`src/rtl/packbits_icns_encoder_defines.svh`:
```
// Assertion macros shared by the RTL files.
// Each macro expects clk and rst to be visible in the module that uses it.
`ifndef PACKBITS_ICNS_ENCODER_DEFINES_SVH
`define PACKBITS_ICNS_ENCODER_DEFINES_SVH

`ifndef ASSERT_OFF
`define PB_ASSERT(lbl, prop, msg) \
  lbl: assert property (@(posedge clk) disable iff (rst) (prop)) else $error(msg);
`define PB_ASSERT_NEVER(lbl, cond, msg) \
  lbl: assert property (@(posedge clk) disable iff (rst) !(cond)) else $error(msg);
`else
`define PB_ASSERT(lbl, prop, msg)
`define PB_ASSERT_NEVER(lbl, cond, msg)
`endif

`endif

```
`src/rtl/pbicns_pkg.sv`:
```
package pbicns_pkg;

  localparam int MAX_LITERAL_DEF = 128;
  localparam int MAX_RUN_DEF     = 130;

  localparam logic [7:0] MIN_RUN    = 8'd3;
  localparam logic [7:0] RUN_BIAS   = 8'd125;
  localparam logic [7:0] RUN_TOTAL  = 8'd2;
  localparam logic [3:0] ITEM_BYTES = 4'd8;

  // command queue depth and width of the per-block result index
  localparam int CMD_DEPTH = 4;
  localparam int PART_W    = 5;

  // one settled block, handed from the classifier to the emitter
  typedef struct packed {
    logic       is_run;
    logic [7:0] hdr;
    logic [7:0] value;
    logic [7:0] total;   // header plus body bytes
    logic       last;    // final block caused by its input byte
  } cmd_t;

  // address bits of the literal ring: room for two full literal blocks
  function automatic int ring_aw(input int max_lit);
    return $clog2(2 * ((max_lit + 8) >> 3));
  endfunction

endpackage

```
`src/rtl/pbicns_cmd_fifo.sv`:
```
module pbicns_cmd_fifo
  import pbicns_pkg::*;
(
  input  logic clk,
  input  logic rst,
  input  logic push,
  input  cmd_t din,
  output logic full,
  input  logic pop,
  output cmd_t dout,
  output logic empty
);

  localparam int IW = $clog2(CMD_DEPTH);
  localparam int CW = $clog2(CMD_DEPTH + 1);

  cmd_t          slots [CMD_DEPTH];
  logic [IW-1:0] wr_idx;
  logic [IW-1:0] rd_idx;
  logic [CW-1:0] count;

  assign full  = (count == CW'(CMD_DEPTH));
  assign empty = (count == '0);
  assign dout  = slots[rd_idx];

  always_ff @(posedge clk) begin
    if (rst) begin
      wr_idx <= '0;
      rd_idx <= '0;
      count  <= '0;
    end else begin
      if (push) begin
        wr_idx <= (wr_idx == IW'(CMD_DEPTH - 1)) ? '0 : wr_idx + IW'(1);
      end
      if (pop) begin
        rd_idx <= (rd_idx == IW'(CMD_DEPTH - 1)) ? '0 : rd_idx + IW'(1);
      end
      if (push && !pop) begin
        count <= count + CW'(1);
      end else if (pop && !push) begin
        count <= count - CW'(1);
      end
    end
  end

  always_ff @(posedge clk) begin
    if (push) begin
      slots[wr_idx] <= din;
    end
  end

endmodule

```
`config.mk`:
```
export PLATFORM = sky130hd
export DESIGN_NAME = pbicns_cmd_fifo
export DESIGN_NICKNAME = d
export VERILOG_FILES = /design/src/rtl/packbits_icns_encoder_defines.svh /design/src/rtl/pbicns_pkg.sv /design/src/rtl/pbicns_cmd_fifo.sv
export SDC_FILE = /design/constraint.sdc
export NUM_CORES = 1
export LEC_CHECK = 0
export BUFFER_PORTS_ARGS = -buffer_cell sky130_fd_sc_hd__buf_4
export CAP_MARGIN = 20
export CORE_UTILIZATION = 60
export CTS_CLUSTER_DIAMETER = 40
export DETAILED_ROUTE_END_ITERATION = 10
export GPL_ROUTABILITY_DRIVEN = 0
export HOLD_SLACK_MARGIN = 0.06
export PLACE_DENSITY = 0.95
export SYNTH_ARGS = -nofsm -noshare
export SYNTH_HDL_FRONTEND = slang
export SYNTH_SLANG_ARGS = --single-unit
```
`constraint.sdc`:
```
create_clock -name clk -period 3.15 [get_ports clk]
set_input_delay 0.4725 -clock clk [delete_from_list [all_inputs] [get_ports clk]]
set_output_delay 0.4725 -clock clk [all_outputs]
set_load 0.05 [all_outputs]
```
==> flow_metrics.env <==
export IMPL_status="finished clean"
export IMPL_netlist_area_um2=4238
export IMPL_fin_setup_tns_ps=0
export IMPL_clock_root_buffer="clkbuf_8"
export IMPL_cts_hold_buf=0
export IMPL_synth_compound_area_share_pct=0.3543
export IMPL_clk_pin_slew_ps=50
export IMPL_ir_worst_vdd_v=0.0006464
export IMPL_grt_overflow_total=0
export IMPL_hold_path_startpoint="din[2]"
export IMPL_drv_cap=0
export IMPL_yosysTopAreaCellShare_pct=73.69
export IMPL_first_pass_iters=4
export IMPL_cts_tree="done"
export IMPL_rsz0062_at_grt="no"
export IMPL_multi_input_area_um2=853.3
export IMPL_fmax_ghz=0.3820
export IMPL_maxSlewViolCount=0
export IMPL_synthTopCellsByArea="edfxtp_1 (74%), mux4_2 (11%), dfxtp_1 (4.3%)"
export IMPL_viasPerCell=5.534
export IMPL_clockBufferDepth=2
export IMPL_num_vias=2020
export IMPL_required_ps=2680
export IMPL_hold_end="slots[1][2]"
export IMPL_worstSetupPathType="reg -> out"
export IMPL_dp_hpwl_um=4264
export IMPL_diodes=0
export IMPL_chipWidth_um=86.04
export IMPL_die_y_um=86.04
export IMPL_core_area_um2=6794
export IMPL_syn_num_nets=217
export IMPL_post_cts_setup_buffers=0
export IMPL_synth_simple_area_share_pct=1.831
export IMPL_synth_distinct_cells=20
export IMPL_seq_area_um2=3304
export IMPL_io_buffers=57
export IMPL_grt_max_degree=27
export IMPL_post_route_period_util_pct=83.10
export IMPL_wirelength_um=7482
export IMPL_nFillCells=357
export IMPL_drc=0
export IMPL_ctsResizeCount=0
export IMPL_synth_seq_area_share_pct=77.95
export IMPL_dieArea_um2=7403
export IMPL_pwr_density_cell_nw_per_um2=743.2
export IMPL_p_leak_nw=1.897
export IMPL_period_minus_slack_ps=2618
export IMPL_reg2reg_depth=4
export IMPL_yosys_register_bits=113
export IMPL_synthAdderAreaFrac_pct=2.244
export IMPL_cts_max_level=4
export IMPL_fin_nets=294
export IMPL_drive_above_1_share_pct=41.26
export IMPL_rr_endpoint="count[2]"
export IMPL_crit_arrival_ps=2150
export IMPL_rows=30
export IMPL_antenna_left=0
export IMPL_synthMuxAreaShare_pct=15.29
export IMPL_cts_sinks=113
export IMPL_track_usage_pct=22.81
export IMPL_reg2reg_slack_ps=1680
export IMPL_reg2reg_from="count[0]"
export IMPL_whs_path_depth=1
export IMPL_finish_utilization_pct=78.20
export IMPL_clk_latency_ps=510
export IMPL_critPathLaunchType="register"
export IMPL_synth_warnings=0
export IMPL_hold_viol=0
export IMPL_cts_buffers=17
export IMPL_avgSynthCellArea_um2=23.54
export IMPL_cp_max_fo=11
export IMPL_synth_xor_area_share_pct=0.4133
export IMPL_wire_per_inst_um=20.50
export IMPL_endpoint_kind="output pin"
export IMPL_grt_pass1_vias=2136
export IMPL_setup_viol_count_final=0
export IMPL_areaGrowthSynthToFinish_pct=25.36
export IMPL_antenna_found_initial=0
export IMPL_grt_pass1_wl_um=11350
export IMPL_min_path_type="in -> reg"
export IMPL_netlist_top_cell_by_area="edfxtp_1"
export IMPL_tightest_slew_ps=405.3
export IMPL_synthCells=180
export IMPL_drt_initial_drc_count=126
export IMPL_slew_limit_headroom_pct=72.98
export IMPL_io_pin_count=58
export IMPL_finClkSkew_ps=9.350
export IMPL_synth_top_family_by_area="multiplexers"
export IMPL_initial_core_util_pct=62.38
-- state kept, by name, summed over array words and instances, names as in the netlist, named ones only --
register  cells
count         3
wr_idx        2
slots       104
rd_idx        2
-- how the worst max path moves through the flow --
stage	from	endpoint	slack, ps	depth (start not counted)
floorplan	count[1]	full	1180	1
global placement	register	dout[6]	1030	3
detailed placement	register	dout[6]	1020	3
CTS	register	dout[17]	480	3
global route	register	dout[18]	400	3
finish	register	dout[6]	530	3
-- cells by family (layout without fill, tap and decap cells) --
group           count (synthesis)  in the layout
flops                         113            113
mux                            30             30
simple gates                   15             15
buf+inv                        10             99
fa+ha+maj                       7              7
compound gates                  3              3
xor+xnor                        2              2
-- per-layer routing --
metal	global-route usage, %	vias to the layer above	part of all wire (%)
li1	-	904	-
met1	27.19	1014	40
met2	36.29	91	52
met3	7.315	11	5.8
met4	14.39	0	1.8
met5	0	-	0
-- synth_stat cells --
master and number:
or3_1 1, nor3b_1 2, fa_1 1, clkbuf_2 1, o21ai_0 1, inv_1 4, edfxtp_1 104, buf_2 2
and2_1 4, ha_1 6, xor2_1 2, mux2i_1 4, nor3_1 1, mux4_2 20, buf_6 1, dfxtp_1 9
a21oi_1 2, buf_12 2, nor2_1 7, mux4_1 6
-- area by class of cell --
| cell class | instances | area share, % |
|---|---|---|
| tap | 96 | 2.261 |
| clock buffer | 18 | 7.866 |
| timing repair buffer | 64 | 9.044 |
| inverter | 4 | 0.2826 |
| clock inverter | 13 | 2.284 |
| multi-input combinational | 57 | 16.06 |
| sequential | 113 | 62.20 |
-- power by group --
group	switching, mW	total (mW)	internal [mW]
clock	0.612	1.71	1.10
combinational	0.309	0.487	0.177
sequential	0.0317	1.75	1.72
-- per-stage QoR --
stage               instance area [um2]  hold slack, ps  power [mW]  setup slack, ps  cells
finish                             5313           159.5       3.948            532.2    365
global route                       5313           140.4       4.080            404.5    365
CTS                                5313           144.9       3.981            478.9    365
detailed placement                 4773           498.6       2.265             1023    334
global placement                   4773           482.5       2.252             1030    334
floorplan                          4238           460.3       2.109             1176    180
-- worst max-delay path: stages (launching register included) --
cell	delay (ps)
dfxtp_2	560
buf_4	290
mux4_1	580
buf_4	210
-- placed cells by master, fill, tap and decap left out, drive strengths merged --
cell type,instances
a21oi,2
and2,4
buf,64
bufinv,2
clkbuf,18
clkinv,8
clkinvlp,3
dfxtp,9
edfxtp,104
fa,1
ha,6
inv,4
mux2i,4
mux4,26
nor2,7
nor3,1
nor3b,2
o21ai,1
or3,1
xor2,2
(Power assumes the default switching activity.)
