===== src/rtl/packbits_icns_encoder_defines.svh =====
// Assertion macros shared by the RTL files.
// Each macro expects clk and rst to be visible in the module that uses it.
`ifndef PACKBITS_ICNS_ENCODER_DEFINES_SVH
`define PACKBITS_ICNS_ENCODER_DEFINES_SVH

`ifndef ASSERT_OFF
`define PB_ASSERT(lbl, prop, msg) \
  lbl: assert property (@(posedge clk) disable iff (rst) (prop)) else $error(msg);
`define PB_ASSERT_NEVER(lbl, cond, msg) \
  lbl: assert property (@(posedge clk) disable iff (rst) !(cond)) else $error(msg);
`else
`define PB_ASSERT(lbl, prop, msg)
`define PB_ASSERT_NEVER(lbl, cond, msg)
`endif

`endif


===== src/rtl/pbicns_pkg.sv =====
package pbicns_pkg;

  localparam int MAX_LITERAL_DEF = 128;
  localparam int MAX_RUN_DEF     = 130;

  localparam logic [7:0] MIN_RUN    = 8'd3;
  localparam logic [7:0] RUN_BIAS   = 8'd125;
  localparam logic [7:0] RUN_TOTAL  = 8'd2;
  localparam logic [3:0] ITEM_BYTES = 4'd8;

  // command queue depth and width of the per-block result index
  localparam int CMD_DEPTH = 4;
  localparam int PART_W    = 5;

  // one settled block, handed from the classifier to the emitter
  typedef struct packed {
    logic       is_run;
    logic [7:0] hdr;
    logic [7:0] value;
    logic [7:0] total;   // header plus body bytes
    logic       last;    // final block caused by its input byte
  } cmd_t;

  // address bits of the literal ring: room for two full literal blocks
  function automatic int ring_aw(input int max_lit);
    return $clog2(2 * ((max_lit + 8) >> 3));
  endfunction

endpackage


===== src/rtl/pbicns_out_if.sv =====
interface pbicns_out_if;
  logic       valid;
  logic       ready;
  logic [7:0] byte_0;
  logic [7:0] byte_1;
  logic [7:0] byte_2;
  logic [7:0] byte_3;
  logic [7:0] byte_4;
  logic [7:0] byte_5;
  logic [7:0] byte_6;
  logic [7:0] byte_7;
  logic [3:0] byte_count;
  logic       end_of_block;
  logic       last_of_run;

  modport source (
    output valid, byte_0, byte_1, byte_2, byte_3, byte_4, byte_5, byte_6, byte_7,
           byte_count, end_of_block, last_of_run,
    input  ready
  );
  modport sink (
    input  valid, byte_0, byte_1, byte_2, byte_3, byte_4, byte_5, byte_6, byte_7,
           byte_count, end_of_block, last_of_run,
    output ready
  );
endinterface


===== src/rtl/pbicns_back.sv =====
`include "packbits_icns_encoder_defines.svh"

module pbicns_back
  import pbicns_pkg::*;
#(
  parameter int MAX_LITERAL = MAX_LITERAL_DEF,
  localparam int AW         = ring_aw(MAX_LITERAL),
  localparam int PW         = AW + 1
) (
  input  logic          clk,
  input  logic          rst,
  pbicns_out_if.source  enc,
  input  cmd_t          head,
  input  logic          head_valid,
  output logic          pop,
  output logic [PW-1:0] rd_ptr,
  input  logic          wr_en,
  input  logic [AW-1:0] wr_addr,
  input  logic [2:0]    wr_lane,
  input  logic [7:0]    wr_data
);

  localparam int RING_WORDS = 2 ** AW;

  // literal ring: each block starts on a word, byte lane 0 of its first word
  // is left for the header
  logic [7:0][7:0] mem [RING_WORDS];

  logic [PART_W-1:0] part;
  logic [7:0]        rem;
  logic [3:0]        cnt;
  logic              blk_end;
  logic              issue;

  logic              b_valid;
  logic              b_run;
  logic              b_first;
  logic [7:0]        b_hdr;
  logic [7:0]        b_value;
  logic [3:0]        b_cnt;
  logic              b_eob;
  logic              b_last;
  logic [7:0][7:0]   b_word;
  logic [7:0][7:0]   res;

  assign rem     = head.total - {part, 3'b000};
  assign blk_end = (rem <= {4'd0, ITEM_BYTES});
  assign cnt     = blk_end ? rem[3:0] : ITEM_BYTES;
  assign issue   = head_valid && (!b_valid || enc.ready);
  assign pop     = issue && blk_end;

  always_ff @(posedge clk) begin
    if (wr_en) begin
      mem[wr_addr][wr_lane] <= wr_data;
    end
    if (issue) begin
      b_word <= mem[rd_ptr[AW-1:0]];
    end
  end

  always_ff @(posedge clk) begin
    if (rst) begin
      part    <= '0;
      rd_ptr  <= '0;
      b_valid <= 1'b0;
    end else begin
      if (issue) begin
        part    <= blk_end ? '0 : part + PART_W'(1);
        b_valid <= 1'b1;
        if (!head.is_run) begin
          rd_ptr <= rd_ptr + PW'(1);
        end
      end else if (enc.ready) begin
        b_valid <= 1'b0;
      end
    end
  end

  always_ff @(posedge clk) begin
    if (issue) begin
      b_run   <= head.is_run;
      b_first <= (part == '0);
      b_hdr   <= head.hdr;
      b_value <= head.value;
      b_cnt   <= cnt;
      b_eob   <= blk_end;
      b_last  <= head.last && blk_end;
    end
  end

  always_comb begin
    res = b_word;
    if (b_run) begin
      res[1] = b_value;
    end
    if (b_first) begin
      res[0] = b_hdr;
    end
    for (int k = 0; k < 8; k++) begin
      if (4'(k) >= b_cnt) begin
        res[k] = '0;
      end
    end
  end

  assign enc.valid        = b_valid;
  assign enc.byte_0       = res[0];
  assign enc.byte_1       = res[1];
  assign enc.byte_2       = res[2];
  assign enc.byte_3       = res[3];
  assign enc.byte_4       = res[4];
  assign enc.byte_5       = res[5];
  assign enc.byte_6       = res[6];
  assign enc.byte_7       = res[7];
  assign enc.byte_count   = b_cnt;
  assign enc.end_of_block = b_eob;
  assign enc.last_of_run  = b_last;

  `PB_ASSERT(a_rd_step, !$stable(rd_ptr) |-> $past(issue && !head.is_run), "ring pointer moved without a literal read")
  `PB_ASSERT(a_last_eob, b_valid && b_last |-> b_eob, "last result not at a block end")
  `PB_ASSERT(a_cnt_range, b_valid |-> b_cnt != '0 && b_cnt <= ITEM_BYTES, "bad byte count")

endmodule

===== src/flat_wrapper.sv =====
// flat-port wrapper written by rule: the top's interface ports become plain ports
module pbicns_back_flat import pbicns_pkg::*;
#(
  parameter int MAX_LITERAL = MAX_LITERAL_DEF,
  localparam int AW         = ring_aw(MAX_LITERAL),
  localparam int PW         = AW + 1
)
  (clk, rst, head, head_valid, pop, rd_ptr, wr_en, wr_addr, wr_lane, wr_data, enc_valid, enc_byte_0, enc_byte_1, enc_byte_2, enc_byte_3, enc_byte_4, enc_byte_5, enc_byte_6, enc_byte_7, enc_byte_count, enc_end_of_block, enc_last_of_run, enc_ready);
  pbicns_out_if enc_i ();
  input  logic clk;
  input  logic rst;
  input  cmd_t head;
  input  logic head_valid;
  output logic pop;
  output logic [PW-1:0] rd_ptr;
  input  logic wr_en;
  input  logic [AW-1:0] wr_addr;
  input  logic [2:0] wr_lane;
  input  logic [7:0] wr_data;
  output wire logic [$bits(enc_i.valid)-1:0] enc_valid;
  output wire logic [$bits(enc_i.byte_0)-1:0] enc_byte_0;
  output wire logic [$bits(enc_i.byte_1)-1:0] enc_byte_1;
  output wire logic [$bits(enc_i.byte_2)-1:0] enc_byte_2;
  output wire logic [$bits(enc_i.byte_3)-1:0] enc_byte_3;
  output wire logic [$bits(enc_i.byte_4)-1:0] enc_byte_4;
  output wire logic [$bits(enc_i.byte_5)-1:0] enc_byte_5;
  output wire logic [$bits(enc_i.byte_6)-1:0] enc_byte_6;
  output wire logic [$bits(enc_i.byte_7)-1:0] enc_byte_7;
  output wire logic [$bits(enc_i.byte_count)-1:0] enc_byte_count;
  output wire logic [$bits(enc_i.end_of_block)-1:0] enc_end_of_block;
  output wire logic [$bits(enc_i.last_of_run)-1:0] enc_last_of_run;
  input wire logic [$bits(enc_i.ready)-1:0] enc_ready;
  assign enc_valid = enc_i.valid;
  assign enc_byte_0 = enc_i.byte_0;
  assign enc_byte_1 = enc_i.byte_1;
  assign enc_byte_2 = enc_i.byte_2;
  assign enc_byte_3 = enc_i.byte_3;
  assign enc_byte_4 = enc_i.byte_4;
  assign enc_byte_5 = enc_i.byte_5;
  assign enc_byte_6 = enc_i.byte_6;
  assign enc_byte_7 = enc_i.byte_7;
  assign enc_byte_count = enc_i.byte_count;
  assign enc_end_of_block = enc_i.end_of_block;
  assign enc_last_of_run = enc_i.last_of_run;
  assign enc_i.ready = enc_ready;
  pbicns_back #(.MAX_LITERAL(MAX_LITERAL)) u_core (.clk(clk), .rst(rst), .enc(enc_i), .head(head), .head_valid(head_valid), .pop(pop), .rd_ptr(rd_ptr), .wr_en(wr_en), .wr_addr(wr_addr), .wr_lane(wr_lane), .wr_data(wr_data));
endmodule

===== config.mk =====
export PLATFORM = sky130hd
export DESIGN_NAME = pbicns_back_flat
export DESIGN_NICKNAME = d
export VERILOG_FILES = /design/src/rtl/pbicns_pkg.sv /design/src/rtl/pbicns_out_if.sv /design/src/rtl/pbicns_back.sv /design/src/flat_wrapper.sv
export VERILOG_INCLUDE_DIRS = /design/src /design/src/rtl
export SDC_FILE = /design/constraint.sdc
export NUM_CORES = 2
export LEC_CHECK = 0
export BUFFER_PORTS_ARGS = -buffer_cell sky130_fd_sc_hd__buf_2
export CORE_MARGIN = 5
export CORE_UTILIZATION = 43
export DETAILED_ROUTE_END_ITERATION = 8
export SYNTH_ARGS = -nofsm -noshare
export SYNTH_HDL_FRONTEND = slang
export SYNTH_SLANG_ARGS = --single-unit

===== constraint.sdc =====
create_clock -name clk -period 6.9 [get_ports clk]
set_clock_uncertainty 0.05 [all_clocks]
set_input_delay 0 -clock clk [delete_from_list [all_inputs] [get_ports clk]]
set_output_delay 0 -clock clk [all_outputs]
set_load 0.02 [all_outputs]

==> metrics.md <==
| Metric | Value |
|---|---|
| PD cells | 289.7 nW/µm² |
| Gr ovfl total | 0 |
| CTS tree | done |
| Synthesis-to-finish area growth | 13.17% |
| Die area | 387200 µm² |
| Slew @ Worst Pin | 1.432 ns |
| Share of cells above drive strength 1 | 0.2371 |
| Sw Ratio | 0.2114 |
| Worst skew pair latency | 0.98 ns |
| Sequential Power Share | 0.534 |
| Critical Path RT | 7.55 ns |
| Status | completed |
| Largest net degree at the start of global routing | 190 |
| Distinct cells, synth | 53 |
| Violation count after the first detailed-route iteration | 11149 |
| Seq/Total Area, Yosys | 0.7811 |
| Max-cap viol count | 0 |
| Fin crit period | 4.440 ns |
| Clk buf depth | 4 |
| CP most frequent cell | a221oi_1 |
| Number of global-route vias before repair | 80146 |
| Mapped Area | 161200 µm² |
| Worst Path Buf+Inv | 2 |
| Post-CTS Setup Inserts | 0 |
| Worst-path clk slew | 0.06 ns |
| First-pass DRT Iterations | 6 |
| Post-synth EDFFs | 4184 |
| Synthesized netlist net count | 7509 |
| Max-slew violation count | 0 |
| RSZ-0062 raised after global routing | false |
| Relative slew slack | 0.04509 |
| Worst setup EP type | flop |
| Slowest cell on the critical path | dfxtp_4 |
| Setup_tns | 0 ns |
| DRT antenna net count | 0 |
| DR vias/cell | 6.144 |
| Core Region | 372800 µm² |
| DR DRC count | 0 |
| Final Hold Fails | 0 |
| Num CTS Buffers | 424 |
| Fin nets | 7870 |
| Num ports | 127 |
| CP arrival | 5.09 ns |
| FMAX | 0.2252 GHz |
| Root buf cell | clkbuf_16 |
| Peak supply drop | 0.2140 mV |
| Tcrit/Tclk final | 0.6434 |
| Most frequent cells in the layout | 4184 x edfxtp_1, 962 x mux4_2, 542 x nor2_1, 426 x clkbuf_16, 270 x mux2i_1 |
| FFs w/ async S/R, synth | 0 |
| Initial antenna violation count | 66 |
| Worst hold-check path type | in -> reg |
| Mapped Cells | 7453 |
| Type of origin of the critical path | flop |
| Commonest non-fill, non-tap cell in the layout | edfxtp_1 |
| Worst-path maximum fanout | 51 |
| Gr usage total | 0.2355 |
| CTS HTree Levels | 5 |
| Drt wl/cell | 35.17 µm |
| Setup violators final | 0 |
| Top FF cell, synth | edfxtp_1 |
| #FFs+latches synth | 4197 |
| Yosys warns | 0 |
| Chip Height | 622.2 µm |
| Final WL | 465400 µm |
| Final Power | 52.84 mW |
| P_sw | 11.17 mW |
| DIE WIDTH | 622.2 µm |
| Logic gate share of total power | 0.040 |
| Site row count | 224 |
| Syn Area/Cell | 21.63 µm² |
| Int Power | 41.67 mW |
| CP delay by family, top | compound AO/OA/AOI/OAI gates |
| Clock network power share | 0.426 |
| Worst path cell trace | buf_12 > buf_4 > mux4_2 > a22o_1 > a221oi_1 > a221oi_1 > or3_1 |
| Post-DP HPWL | 281000 µm |
| CTS sink count | 4197 |
| First-pass GRT wire length | 645700 µm |
| Hold_ws | 0.04321 ns |
| Vias | 81310 |
| Cell leakage power | 54.79 nW |
| Initial Utilization | 0.4324 |
| CP peak stage delay | 0.95 ns |
| Final GP Congestion | 0.8414 |
| Crit path kind | reg -> reg |
| Port-buffer cells | 126 |
[power by group through the flow]
stage	registers [mW]	logic [mW]	clock network [mW]
6_report	28.2	2.12	22.5
5_1_grt	28.2	2.24	23.8
4_1_cts	28.2	2.14	22.7
3_5_place_dp	28.8	2.10	0
3_3_place_gp	28.8	2.06	0
2_1_floorplan	28.7	1.18	0
[what timing repair did]
item                      4_1_cts  5_1_grt
hold buffers                   80        0
hold endpoints to repair     1699        0
resized for setup               0        0
[layout make-up]
class                           count  area (µm²)
Fill cell                       29973      190300
Sequential cell                  4197      125900
Multi-Input combinational cell   2804       33290
Clock buffer                      516       11040
Tap cell                         4972        6221
Timing Repair Buffer              379        3223
Clock inverter                    257        2432
Antenna cell                      100       250.2
Inverter                            8       32.53
[per-layer routing]
metal | global-route usage | wire (µm) | vias up
met1 | 0.3275 | 181700 | 43979
li1 | - | - | 32151
met5 | 0 | 126 | -
met4 | 0.09673 | 20920 | 20
met2 | 0.3632 | 218200 | 4437
met3 | 0.05202 | 44370 | 723
[registers in the layout, summed over array words and instances, names as in the netlist, 4 cells and up]
signal / flops
u_core.b_hdr: 8
u_core.mem: 4096
u_core.b_value: 8
u_core.b_word: 64
u_core.part: 5
u_core.rd_ptr: 7
u_core.enc.byte_count: 4
[synth_stat cells, drive strengths merged (5+ instances only)]
master,count,area (µm²)
a221oi,44,385.4
o22ai,179,1120
dfxtp,13,260.3
a211o,17,148.9
inv,8,30.03
and2,15,93.84
a22oi,127,953.4
nor2,546,2049
a21boi,9,67.56
nand2b,19,118.9
nand3,58,290.3
a41oi,12,105.1
or3,28,175.2
ha,7,87.58
xnor2,8,70.07
mux2i,270,2703
a211oi,47,352.8
clkbuf,208,780.8
nor3,46,230.2
buf,236,1459
o221ai,28,245.2
nor3b,7,52.55
a21oi,88,440.4
o21ai,15,75.07
mux4,962,21670
nor2b,52,325.3
a2111oi,5,62.56
edfxtp,4184,125600
a22o,47,411.6
nand2,134,503.0
[through the flow]
stage                     instance area (µm²)  utilization  worst slack, ns  cells
after floorplan                        161200            -            2.969   7453
after global placement                 167900       0.4504            2.376  12279
after detailed placement               167900       0.4504            2.371  12279
after CTS                              182200       0.4887            2.367  13132
after global routing                   182300       0.4891            2.217  13199
final                                  182400       0.4894            2.460  13233
[worst paths after layout]
check / startpoint / end / slack (ns) / depth (start not counted)
worst max-delay path: u_core.rd_ptr[0] / u_core.b_word[33] / 2.46 / 7
worst max register to register: u_core.rd_ptr[0] / u_core.b_word[33] / 2.46 / 7
worst min-delay path: wr_data[4] / u_core.mem[19][52] / 0.04 / 2
worst min register to register: u_core.rd_ptr[6] / u_core.rd_ptr[6] / 0.49 / 2
[cell families after synthesis]
family	share of synthesized area
AND/OR/NAND/NOR	0.02471
flip-flops	0.7811
adder cells (fa/ha/maj)	0.0006676
XOR/XNOR	0.0006521
buffers and inverters	0.01408
AO/OA/AOI/OAI	0.02759
multiplexers	0.1512
Power figures use the tool's default switching activity.
