### src/rtl/packbits_icns_encoder_defines.svh
// Assertion macros shared by the RTL files.
// Each macro expects clk and rst to be visible in the module that uses it.
`ifndef PACKBITS_ICNS_ENCODER_DEFINES_SVH
`define PACKBITS_ICNS_ENCODER_DEFINES_SVH

`ifndef ASSERT_OFF
`define PB_ASSERT(lbl, prop, msg) \
  lbl: assert property (@(posedge clk) disable iff (rst) (prop)) else $error(msg);
`define PB_ASSERT_NEVER(lbl, cond, msg) \
  lbl: assert property (@(posedge clk) disable iff (rst) !(cond)) else $error(msg);
`else
`define PB_ASSERT(lbl, prop, msg)
`define PB_ASSERT_NEVER(lbl, cond, msg)
`endif

`endif

### src/rtl/pbicns_pkg.sv
package pbicns_pkg;

  localparam int MAX_LITERAL_DEF = 128;
  localparam int MAX_RUN_DEF     = 130;

  localparam logic [7:0] MIN_RUN    = 8'd3;
  localparam logic [7:0] RUN_BIAS   = 8'd125;
  localparam logic [7:0] RUN_TOTAL  = 8'd2;
  localparam logic [3:0] ITEM_BYTES = 4'd8;

  // command queue depth and width of the per-block result index
  localparam int CMD_DEPTH = 4;
  localparam int PART_W    = 5;

  // one settled block, handed from the classifier to the emitter
  typedef struct packed {
    logic       is_run;
    logic [7:0] hdr;
    logic [7:0] value;
    logic [7:0] total;   // header plus body bytes
    logic       last;    // final block caused by its input byte
  } cmd_t;

  // address bits of the literal ring: room for two full literal blocks
  function automatic int ring_aw(input int max_lit);
    return $clog2(2 * ((max_lit + 8) >> 3));
  endfunction

endpackage

### src/rtl/pbicns_in_if.sv
interface pbicns_in_if;
  logic       valid;
  logic       ready;
  logic [7:0] data_byte;
  logic       end_of_buffer;

  modport source (output valid, data_byte, end_of_buffer, input ready);
  modport sink (input valid, data_byte, end_of_buffer, output ready);
endinterface

### src/rtl/pbicns_front.sv
`include "packbits_icns_encoder_defines.svh"

module pbicns_front
  import pbicns_pkg::*;
#(
  parameter int MAX_LITERAL = MAX_LITERAL_DEF,
  parameter int MAX_RUN     = MAX_RUN_DEF,
  localparam int AW         = ring_aw(MAX_LITERAL),
  localparam int PW         = AW + 1
) (
  input  logic            clk,
  input  logic            rst,
  pbicns_in_if.sink       raw,
  input  logic            fifo_full,
  input  logic [PW-1:0]   rd_ptr,
  output cmd_t            cmd,
  output logic            cmd_push,
  output logic            wr_en,
  output logic [AW-1:0]   wr_addr,
  output logic [2:0]      wr_lane,
  output logic [7:0]      wr_data
);

  localparam int         RING_WORDS = 2 ** AW;
  localparam logic [7:0] MAX_LIT8   = 8'(MAX_LITERAL);
  localparam logic [7:0] MAX_RUN8   = 8'(MAX_RUN);

  logic [7:0]    run_value, run_value_next;
  logic [7:0]    run_length, run_length_next;
  logic [7:0]    la0, la0_next;
  logic [7:0]    la1, la1_next;
  logic [1:0]    la_count, la_count_next;
  logic [7:0]    lit_count, lit_count_next;
  logic [PW-1:0] base, base_next;
  logic          busy, busy_next;
  logic          flush, flush_next;

  logic [PW-1:0] front_end;
  logic [PW-1:0] used;
  logic          can_go;
  logic          accept;
  logic          op;
  logic          last_sel;
  logic [7:0]    wr_pos;
  logic [PW-1:0] wr_word;

  function automatic logic [7:0] words_of(input logic [7:0] count);
    return (count + 8'd8) >> 3;
  endfunction

  function automatic cmd_t make_lit(input logic [7:0] count, input logic last);
    cmd_t c;
    c.is_run = 1'b0;
    c.hdr    = count - 8'd1;
    c.value  = '0;
    c.total  = count + 8'd1;
    c.last   = last;
    return c;
  endfunction

  function automatic cmd_t make_run(input logic [7:0] len, input logic [7:0] value,
                                    input logic last);
    cmd_t c;
    c.is_run = 1'b1;
    c.hdr    = len + RUN_BIAS;
    c.value  = value;
    c.total  = RUN_TOTAL;
    c.last   = last;
    return c;
  endfunction

  // words held by the open literal plus blocks not yet read out
  assign front_end = base + ((lit_count == '0) ? '0 : PW'(words_of(lit_count)));
  assign used      = front_end - rd_ptr;
  assign can_go    = !fifo_full && (used < PW'(RING_WORDS));
  assign raw.ready = !busy && can_go;
  assign accept    = raw.valid && raw.ready;
  assign op        = busy && can_go;

  always_comb begin
    run_value_next  = run_value;
    run_length_next = run_length;
    la0_next        = la0;
    la1_next        = la1;
    la_count_next   = la_count;
    lit_count_next  = lit_count;
    base_next       = base;
    flush_next      = flush;
    cmd             = '0;
    cmd_push        = 1'b0;
    wr_en           = 1'b0;
    wr_addr         = '0;
    wr_lane         = '0;
    wr_data         = '0;
    wr_pos          = '0;
    wr_word         = '0;
    last_sel        = 1'b0;

    if (accept) begin
      flush_next = raw.end_of_buffer;
      if (run_length != '0) begin
        if (raw.data_byte == run_value) begin
          run_length_next = run_length + 8'd1;
          if (run_length_next >= MAX_RUN8) begin
            cmd             = make_run(run_length_next, run_value, 1'b1);
            cmd_push        = 1'b1;
            run_length_next = '0;
          end
        end else begin
          cmd             = make_run(run_length, run_value, !raw.end_of_buffer);
          cmd_push        = 1'b1;
          run_length_next = '0;
          la0_next        = raw.data_byte;
          la_count_next   = 2'd1;
        end
      end else if (la_count < 2'd2) begin
        if (la_count == 2'd0) begin
          la0_next = raw.data_byte;
        end else begin
          la1_next = raw.data_byte;
        end
        la_count_next = la_count + 2'd1;
      end else if (la0 == la1 && la1 == raw.data_byte) begin
        if (lit_count != '0) begin
          // the run opened here always yields a later block on flush or when full
          cmd            = make_lit(lit_count,
                                    !(raw.end_of_buffer || (MIN_RUN >= MAX_RUN8)));
          cmd_push       = 1'b1;
          base_next      = base + PW'(words_of(lit_count));
          lit_count_next = '0;
        end
        run_value_next  = raw.data_byte;
        run_length_next = MIN_RUN;
        la_count_next   = 2'd0;
        if (lit_count == '0 && MIN_RUN >= MAX_RUN8) begin
          cmd             = make_run(MIN_RUN, raw.data_byte, 1'b1);
          cmd_push        = 1'b1;
          run_length_next = '0;
        end
      end else begin
        wr_pos         = lit_count + 8'd1;
        wr_word        = base + PW'(wr_pos >> 3);
        wr_en          = 1'b1;
        wr_addr        = wr_word[AW-1:0];
        wr_lane        = wr_pos[2:0];
        wr_data        = la0;
        lit_count_next = wr_pos;
        if (lit_count_next >= MAX_LIT8) begin
          cmd            = make_lit(lit_count_next, !raw.end_of_buffer);
          cmd_push       = 1'b1;
          base_next      = base + PW'(words_of(lit_count_next));
          lit_count_next = '0;
        end
        la0_next = la1;
        la1_next = raw.data_byte;
      end
    end else if (op) begin
      if (run_length != '0) begin
        cmd             = make_run(run_length, run_value,
                                   !(flush && (la_count != '0 || lit_count != '0)));
        cmd_push        = 1'b1;
        run_length_next = '0;
      end else if (flush && la_count != '0) begin
        // drain one held byte a cycle while queue and ring have room; the final one closes the literal
        last_sel       = (la_count == 2'd1);
        wr_pos         = lit_count + 8'd1;
        wr_word        = base + PW'(wr_pos >> 3);
        wr_en          = 1'b1;
        wr_addr        = wr_word[AW-1:0];
        wr_lane        = wr_pos[2:0];
        wr_data        = la0;
        lit_count_next = wr_pos;
        if (lit_count_next >= MAX_LIT8 || last_sel) begin
          cmd            = make_lit(lit_count_next, last_sel);
          cmd_push       = 1'b1;
          base_next      = base + PW'(words_of(lit_count_next));
          lit_count_next = '0;
        end
        la0_next      = la1;
        la_count_next = la_count - 2'd1;
      end else if (flush && lit_count != '0) begin
        cmd            = make_lit(lit_count, 1'b1);
        cmd_push       = 1'b1;
        base_next      = base + PW'(words_of(lit_count));
        lit_count_next = '0;
      end
    end

    if (accept || op) begin
      busy_next = (run_length_next != '0 && run_length_next >= MAX_RUN8) ||
                  (flush_next && (run_length_next != '0 || la_count_next != '0 ||
                                  lit_count_next != '0));
    end else begin
      busy_next = busy;
    end
  end

  always_ff @(posedge clk) begin
    if (rst) begin
      run_length <= '0;
      la_count   <= '0;
      lit_count  <= '0;
      base       <= '0;
      busy       <= 1'b0;
      flush      <= 1'b0;
    end else begin
      run_length <= run_length_next;
      la_count   <= la_count_next;
      lit_count  <= lit_count_next;
      base       <= base_next;
      busy       <= busy_next;
      flush      <= flush_next && busy_next;
    end
  end

  always_ff @(posedge clk) begin
    run_value <= run_value_next;
    la0       <= la0_next;
    la1       <= la1_next;
  end

  `PB_ASSERT(a_run_alone, run_length != '0 |-> la_count == '0 && lit_count == '0, "run open with pending literal bytes")
  `PB_ASSERT(a_ring_bound, used <= PW'(RING_WORDS), "literal ring overrun")
  `PB_ASSERT(a_run_settled, !busy |-> run_length < MAX_RUN8, "full run left open while idle")

endmodule

### src/flat_wrapper.sv
// flat-port wrapper written by rule: the top's interface ports become plain ports
module pbicns_front_flat import pbicns_pkg::*;
#(
  parameter int MAX_LITERAL = MAX_LITERAL_DEF,
  parameter int MAX_RUN     = MAX_RUN_DEF,
  localparam int AW         = ring_aw(MAX_LITERAL),
  localparam int PW         = AW + 1
)
  (clk, rst, fifo_full, rd_ptr, cmd, cmd_push, wr_en, wr_addr, wr_lane, wr_data, raw_valid, raw_data_byte, raw_end_of_buffer, raw_ready);
  pbicns_in_if raw_i ();
  input  logic clk;
  input  logic rst;
  input  logic fifo_full;
  input  logic [PW-1:0] rd_ptr;
  output cmd_t cmd;
  output logic cmd_push;
  output logic wr_en;
  output logic [AW-1:0] wr_addr;
  output logic [2:0] wr_lane;
  output logic [7:0] wr_data;
  input wire logic [$bits(raw_i.valid)-1:0] raw_valid;
  input wire logic [$bits(raw_i.data_byte)-1:0] raw_data_byte;
  input wire logic [$bits(raw_i.end_of_buffer)-1:0] raw_end_of_buffer;
  output wire logic [$bits(raw_i.ready)-1:0] raw_ready;
  assign raw_i.valid = raw_valid;
  assign raw_i.data_byte = raw_data_byte;
  assign raw_i.end_of_buffer = raw_end_of_buffer;
  assign raw_ready = raw_i.ready;
  pbicns_front #(.MAX_LITERAL(MAX_LITERAL), .MAX_RUN(MAX_RUN)) u_core (.clk(clk), .rst(rst), .raw(raw_i), .fifo_full(fifo_full), .rd_ptr(rd_ptr), .cmd(cmd), .cmd_push(cmd_push), .wr_en(wr_en), .wr_addr(wr_addr), .wr_lane(wr_lane), .wr_data(wr_data));
endmodule
### config.mk
export PLATFORM = sky130hd
export DESIGN_NAME = pbicns_front_flat
export DESIGN_NICKNAME = d
export VERILOG_FILES = /design/src/rtl/pbicns_pkg.sv /design/src/rtl/pbicns_in_if.sv /design/src/rtl/pbicns_front.sv /design/src/flat_wrapper.sv
export VERILOG_INCLUDE_DIRS = /design/src /design/src/rtl
export SDC_FILE = /design/constraint.sdc
export NUM_CORES = 1
export LEC_CHECK = 0
export ABC_AREA = 1
export BUFFER_PORTS_ARGS = -buffer_cell sky130_fd_sc_hd__buf_2
export CAP_MARGIN = 30
export CORE_AREA = 2 2 114 116
export CTS_BUF_LIST = sky130_fd_sc_hd__clkbuf_8
export CTS_CLUSTER_SIZE = 40
export DETAILED_ROUTE_END_ITERATION = 8
export DIE_AREA = 0 0 116 118
export PLACE_DENSITY = 0.79
export SYNTH_ARGS = -nofsm -noshare
export SYNTH_HDL_FRONTEND = slang
export SYNTH_SLANG_ARGS = --single-unit
### constraint.sdc
create_clock -name clk -period 6.7 [get_ports clk]
set_input_delay 1.005 -clock clk [delete_from_list [all_inputs] [get_ports clk]]
set_output_delay 1.005 -clock clk [all_outputs]
set_load 0.005 [all_outputs]
==> impl_metrics.csv, run 1 <==
group,metric,value,unit
outcome,status,"complete, no violations",
final_layout,layout_commonest_cell,"nand2_1",
logic_synthesis,synth-edff-count,24,
floorplan,die_h,118,um
detailed_routing,drtIter0Drc,703,
timing,hold_ws,0.516,ns
logic_synthesis,syn_avg_cell_area,6.37,um2
global_route,grt_pass1_wl,30400,um
cts,cts_resized,0,
worst_setup_path,worstSetupStartpointType,"flop",
cts,h-tree-depth,2,
power_and_ir_drop,p_per_area,92.3,mW/mm2
logic_synthesis,synthesis.nets,1019,
place,dpl-instance-area,0.00645,mm2
place,io_buffers,65,
worst_setup_path,crit_fanout,29,
worst_setup_path,crit_type,"reg -> out",
cts,clockBufferDepth,2,
power_and_ir_drop,p_sw_frac,0.294,
job,cap_violations,0,
floorplan,coreArea,0.0124,mm2
hold_path,min_delay_worst_endpoint,"u_core.base[6]$_SDFFE_PP0P_",
cts,cts_buffers,5,
logic_synthesis,ys_types,57,
worst_setup_path,worstPathCellList,"clkinv_1, ha_1, nand2_1, nor2_1, inv_1, nand2_1, fa_1, inv_1, ha_1, nor3b_2, o21ai_1, nand2_1, nand2_2, nand3_2, nand2_1, nor2_4, nand3_4, inv_4, nand4_1, nand2_1, inv_2, nor3b_1, buf_2",
worst_setup_path,reg2reg_depth,22,
global_route,grt_usage,0.281,
logic_synthesis,postSynthCellCount,953,
place,finalWeightedCongestion,1.01,
final_layout,layout-drive-gt1-share,0.119,
logic_synthesis,synth_area_leaders,"nand2_1 (14%), edfxtp_1 (12%), dfxtp_1 (8.9%)",
logic_synthesis,ys.flop_type,"dfxtp_1",
cts,clk_pin_slew,0.10,ns
place,dp_cells,1162,
timing,min_period_over_period,0.886,
detailed_routing,antenna_left,0,
floorplan,ioPinCount,66,
final_layout,antenna_cells,0,
final_layout,area_delta_synth_final,7.59,%
logic_synthesis,synth_top_area_frac,0.141,
cts,post_cts_buffers,0,
timing,worst_slew_pin_slew,0.755,ns
worst_setup_path,rr_endpoint,"u_core.la0[1]$_DFFE_PP_",
power_and_ir_drop,leakagePower,3.20,nW
cts,cts_tree,"built",
global_route,antenna_found_initial,0,
detailed_routing,wl_per_cell,16.3,um
power_and_ir_drop,internal-power,0.425,mW
timing,relSlewSlack,0.495,
hold_path,hp-start,"u_core.base[6]$_SDFFE_PP0P_",
worst_setup_path,cpPeakStageDelay,0.59,ns
floorplan,rows,41,
cts,insertion_delay,0.32,ns
timing,setup_violations,0,
final_layout,final_area,0.00653,mm2
cts,ctsHoldBuffers,0,
cts,clock-sinks,51,
worst_setup_path,cp_data_arrival_time,4.93,ns
worst_setup_path,slowest_stage,"dfxtp_1",
timing,max_freq,169,MHz
detailed_routing,vias,6477,
detailed_routing,totalWireLength,19100,um
timing,hold_violations,0,
global_route,grt_max_degree,40,
global_route,globalRouteOverflowTotal,0,
power_and_ir_drop,peakVddDrop,65.3,uV
place,pre_cts_ws,1.16,ns
timing,grt_setup_unrepaired,"false",
worst_setup_path,path_common_cell,"nand2_1",
logic_synthesis,ys_warn_count,0,
power_and_ir_drop,clkPwrFrac,0.300,
logic_synthesis,synth_seq_cells,51,
place,dpl.hpwl,15100,um
final_layout,fin_util,0.526,
timing,worst_slack,0.767,ns
hold_path,min_path_type,"reg -> reg",
hold_path,holdPathStages,2,
detailed_routing,dr.pass1.iters,6,
power_and_ir_drop,p_total,0.602,mW
timing,drv_slew,0,
power_and_ir_drop,seq_power_share,0.548,
detailed_routing,viasPerCell,5.54,
final_layout,nNetsFinal,1063,
floorplan,dieArea,0.0137,mm2
worst_setup_path,r2r_slack,1.74,ns
floorplan,start_util,0.489,
timing,tns,0,ns
cts,root_buffer,"clkbuf_8",
timing,fin_crit,5.93,ns
logic_synthesis,synthArstFlopShare,0,
final_layout,final_cell_count_no_fill,1170,
power_and_ir_drop,p_switching,0.177,mW
worst_setup_path,worstReg2RegStart,"u_core.lit_count[0]$_SDFF_PP0_",
logic_synthesis,yosys.area.top_type,"nand2_1",
worst_setup_path,end_kind,"primary output",
final_layout,layout_common_cells,"nand2_1 (228), nor2_1 (126), inv_1 (125), buf_2 (65), o21ai_0 (60)",
logic_synthesis,syn-cell-area,0.00607,mm2
detailed_routing,post-route-drc-count,0,
power_and_ir_drop,combPwrFrac,0.153,
floorplan,fp.dieW,116,um
global_route,first_global_vias,5958,
logic_synthesis,yosysSeqAreaShare,0.208,
timing,skew,0.0133,ns
worst_setup_path,worstPathRequired,5.69,ns
-- worst max path at each step --
stage | start | to | slack, ns | cells after the start
after floorplan | u_core.lit_count[0]$_SDFF_PP0_ | cmd[0] | 2.18 | 25
after global placement | u_core.lit_count[0]$_SDFF_PP0_ | wr_addr[2] | 1.29 | 22
after detailed placement | u_core.lit_count[0]$_SDFF_PP0_ | wr_addr[2] | 1.16 | 23
after CTS | u_core.lit_count[0]$_SDFF_PP0_ | wr_addr[2] | 0.79 | 23
after global routing | u_core.lit_count[0]$_SDFF_PP0_ | wr_addr[2] | 0.35 | 22
final | u_core.lit_count[0]$_SDFF_PP0_ | wr_addr[2] | 0.77 | 23
-- cell families (layout without fill, tap and decap cells) --
| group | Yosys count | count (layout) | synth area share |
|---|---|---|---|
| xor gates and xnor gates | 47 | 47 | 0.0691 |
| adders and majority gates | 46 | 46 | 0.103 |
| AOI/OAI and AO/OA | 169 | 169 | 0.162 |
| and+or+nand+nor | 471 | 471 | 0.339 |
| buffers and inverters | 169 | 214 | 0.119 |
| DFF | 51 | 51 | 0.208 |
-- Yosys cell counts, drive strengths merged (2+ instances only) --
cell type and n:
nor3 20, o22ai 15, a32oi 2, dfxtp 27, nand3 53, nor2 139
xnor2 11, o221ai 5, clkinv 5, inv 131, a22oi 3, ha 39
clkbuf 12, edfxtp 24, nor3b 3, a21oi 46, nand4 14, o2111ai 2
fa 7, nor4 2, o21ai 69, o31ai 4, o211ai 10, a31oi 5
o21a 2, xor2 36, nand2 237, buf 21
-- sequential cells by signal, summed over array words and instances (netlist names) --
register and cells:
u_core.base 7, u_core.busy 1, u_core.flush 1, u_core.la0 8, u_core.la1 8, u_core.la_count 2, u_core.lit_count 8, u_core.run_length 8
u_core.run_value 8
-- layout make-up --
class	count	area, um2
flip-flops and latches	51	1260
clock inverters	3	15.0
well taps	172	215
clock buffers	5	68.8
multi-input cells	733	4090
repair buffers	70	363
fillers	1274	5880
inverters	136	518
-- worst max-delay path, delay by kind of cell, from the launching register on --
| kind | cells | cell delay (ns) |
|---|---|---|
| AND/OR/NAND/NOR | 13 | 1.63 |
| buffers and inverters | 6 | 1.14 |
| adder cells (fa/ha/maj) | 3 | 1.13 |
| flip-flops | 1 | 0.59 |
| AO/OA/AOI/OAI | 1 | 0.08 |
-- layer usage --
metal | track usage | up-vias | wire length, um
met4 | 0.138 | 0 | 978
li1 | - | 3195 | -
met5 | 0 | - | 0
met3 | 0.0474 | 68 | 1720
met1 | 0.365 | 2841 | 7760
met2 | 0.447 | 373 | 8660
-- power by group through the flow --
stage	clock, mW	sequential, mW	combinational, mW
final	0.181	0.330	0.0919
after global routing	0.195	0.330	0.101
after CTS	0.184	0.330	0.0905
after detailed placement	0	0.337	0.0900
after global placement	0	0.337	0.0891
after floorplan	0	0.336	0.0629
Power figures use the tool's default switching activity.
==> run 2, diff against run 1 <==
--- a/config.mk
+++ b/config.mk
@@ -9,12 +9,14 @@
 export ABC_AREA = 1
 export BUFFER_PORTS_ARGS = -buffer_cell sky130_fd_sc_hd__buf_2
 export CAP_MARGIN = 30
-export CORE_AREA = 2 2 114 116
+export CELL_PAD_IN_SITES_DETAIL_PLACEMENT = 2
+export CELL_PAD_IN_SITES_GLOBAL_PLACEMENT = 2
+export CORE_AREA = 2 2 133 135
 export CTS_BUF_LIST = sky130_fd_sc_hd__clkbuf_8
-export CTS_CLUSTER_SIZE = 40
+export CTS_CLUSTER_SIZE = 25
 export DETAILED_ROUTE_END_ITERATION = 8
-export DIE_AREA = 0 0 116 118
-export PLACE_DENSITY = 0.79
+export DIE_AREA = 0 0 135 137
+export PLACE_DENSITY = 0.95
 export SYNTH_ARGS = -nofsm -noshare
 export SYNTH_HDL_FRONTEND = slang
 export SYNTH_SLANG_ARGS = --single-unit
==> run 2 against run 1 <==
Non-clock buffer count unchanged. Register-to-register slack got worse by 0.41 ns. Worst setup slack lost 0.36 ns. Via count rose by 10%. Clock skew is 0.0033 ns higher. Worst hold slack improved by 0.023 ns. Combinational power rose by 9%. Largest cell class unchanged.
==> impl_metrics.csv, run 2 (synthesis results as in run 1) <==
group,metric,value,unit
power_and_ir_drop,p_per_area,97.8,mW/mm2
timing,min_period_over_period,0.939,
place,dpl.hpwl,22800,um
global_route,grt_max_degree,39,
detailed_routing,viasPerCell,5.85,
detailed_routing,post-route-drc-count,0,
global_route,antenna_found_initial,0,
floorplan,die_h,137,um
place,finalWeightedCongestion,0.961,
power_and_ir_drop,peakVddDrop,73.2,uV
detailed_routing,wl_per_cell,23.7,um
floorplan,rows,48,
cts,clockBufferDepth,2,
floorplan,start_util,0.356,
outcome,status,"complete, no violations",
timing,worst_slew_pin_slew,0.870,ns
worst_setup_path,reg2reg_depth,22,
timing,drv_slew,0,
timing,hold_violations,0,
detailed_routing,vias,7149,
timing,grt_setup_unrepaired,"false",
worst_setup_path,crit_type,"reg -> out",
cts,insertion_delay,0.36,ns
cts,h-tree-depth,2,
job,cap_violations,0,
final_layout,layout_commonest_cell,"nand2_1",
final_layout,regArea,0.00126,mm2
timing,setup_violations,0,
final_layout,antenna_cells,0,
timing,max_freq,159,MHz
final_layout,nNetsFinal,1063,
detailed_routing,totalWireLength,29000,um
worst_setup_path,worstSetupStartpointType,"flop",
global_route,grt_usage,0.318,
detailed_routing,drtIter0Drc,738,
worst_setup_path,r2r_slack,1.33,ns
worst_setup_path,worstPathRequired,5.69,ns
place,io_buffers,65,
worst_setup_path,cpPeakStageDelay,0.53,ns
hold_path,min_path_type,"reg -> reg",
worst_setup_path,worstPathCellList,"clkinv_1, ha_1, nand2_1, nor2_1, inv_1, nand2_1, fa_1, inv_1, ha_1, nor3b_2, o21ai_1, nand2_1, nand2_2, nand3_2, nand2_1, nor2_4, nand3_4, inv_6, nand3_2, nor2_1, nand2_1, nand2_1, a221o_1, buf_2",
worst_setup_path,path_common_cell,"nand2_1",
final_layout,area_delta_synth_final,8.97,%
cts,cts_tree,"built",
final_layout,layout-drive-gt1-share,0.122,
final_layout,n_fill_cell,2157,
final_layout,multi_input_area,0.00409,mm2
cts,cts_buffers,5,
worst_setup_path,slowest_stage,"fa_1",
global_route,globalRouteOverflowTotal,0,
hold_path,min_delay_worst_endpoint,"u_core.base[6]$_SDFFE_PP0P_",
cts,clock-sinks,51,
floorplan,fp.dieW,135,um
timing,fin_crit,6.29,ns
cts,root_buffer,"clkbuf_8",
final_layout,layout_common_cells,"nand2_1 (228), nor2_1 (126), inv_1 (125), buf_2 (65), o21ai_0 (60)",
floorplan,ioPinCount,66,
worst_setup_path,worstReg2RegStart,"u_core.lit_count[0]$_SDFF_PP0_",
cts,ctsHoldBuffers,0,
floorplan,coreArea,0.0171,mm2
worst_setup_path,crit_fanout,29,
detailed_routing,antenna_left,0,
timing,skew,0.0166,ns
global_route,grt_pass1_wl,44900,um
cts,post_cts_buffers,0,
hold_path,hp-start,"u_core.base[6]$_SDFFE_PP0P_",
detailed_routing,dr.pass1.iters,5,
timing,hold_ws,0.540,ns
timing,tns,0,ns
hold_path,holdPathStages,2,
power_and_ir_drop,leakagePower,3.21,nW
worst_setup_path,rr_endpoint,"u_core.la0[7]$_DFFE_PP_",
global_route,first_global_vias,7818,
worst_setup_path,end_kind,"primary output",
timing,relSlewSlack,0.418,
floorplan,dieArea,0.0185,mm2
worst_setup_path,cp_data_arrival_time,5.29,ns
cts,clk_pin_slew,0.12,ns
run 2: cell types whose count changed in the layout (fill, tap and decap cells not counted), sizes merged:
cell | before | now
clkinvlp | 1 | 0
inv | 131 | 132
run 2: repair_timing:
item,CTS,global route
gates resized for setup,0,2
setup endpoints to repair,0,19
hold endpoints to repair,0,0
run 2: layer usage:
layer | part of all wire | GRT usage | vias to the layer above
met3 | 0.052 | 0.0459 | 86
met2 | 0.48 | 0.545 | 302
met4 | 0.048 | 0.156 | 0
met5 | 0 | 0 | -
met1 | 0.42 | 0.391 | 3577
li1 | - | - | 3184
run 2: worst max path at each step:
stage                                         startpoint  endpoint  slack, ns  depth (start not counted)
after floorplan           u_core.lit_count[0]$_SDFF_PP0_    cmd[0]       2.18                         25
after global placement    u_core.lit_count[0]$_SDFF_PP0_    cmd[0]       1.18                         23
after detailed placement  u_core.lit_count[0]$_SDFF_PP0_   cmd[17]       0.74                         24
after CTS                 u_core.lit_count[0]$_SDFF_PP0_   cmd[17]       0.27                         24
after global routing      u_core.lit_count[0]$_SDFF_PP0_    cmd[0]       0.17                         24
final                     u_core.lit_count[0]$_SDFF_PP0_   cmd[17]       0.41                         24
run 2: cell type report:
cell class                 count  share of cell area
sequential                    51               0.191
clock buffer                   5              0.0104
inverter                     136              0.0787
clock inverter                 3             0.00435
tap                          225              0.0426
multi-input combinational    733               0.618
timing repair buffer          70              0.0549
run 2: stage by stage:
step           instance area, um2  utilization  worst slack, ns  power (mW)  instances
6_report                     6610        0.388            0.408       0.647       1223
5_1_grt                      6610        0.388            0.165       0.670       1223
4_1_cts                      6610        0.388            0.267       0.649       1223
3_5_place_dp                 6510        0.382            0.737       0.435       1215
3_3_place_gp                 6510        0.382             1.18       0.428       1215
2_1_floorplan                6070            -             2.18       0.398        953
run 2: worst max-delay path, delay by kind of cell (launching register included):
family          cells  cell delay [ns]
simple gates       14             1.97
fa+ha+maj           3             1.17
buf+inv             5             0.98
compound gates      2             0.29
flops               1             0.51
run 2: power by group:
part           leakage [nW]  switching, mW  internal, mW
sequential            0.434        0.00357         0.327
combinational          2.73         0.0725        0.0275
clock                0.0502          0.138        0.0780
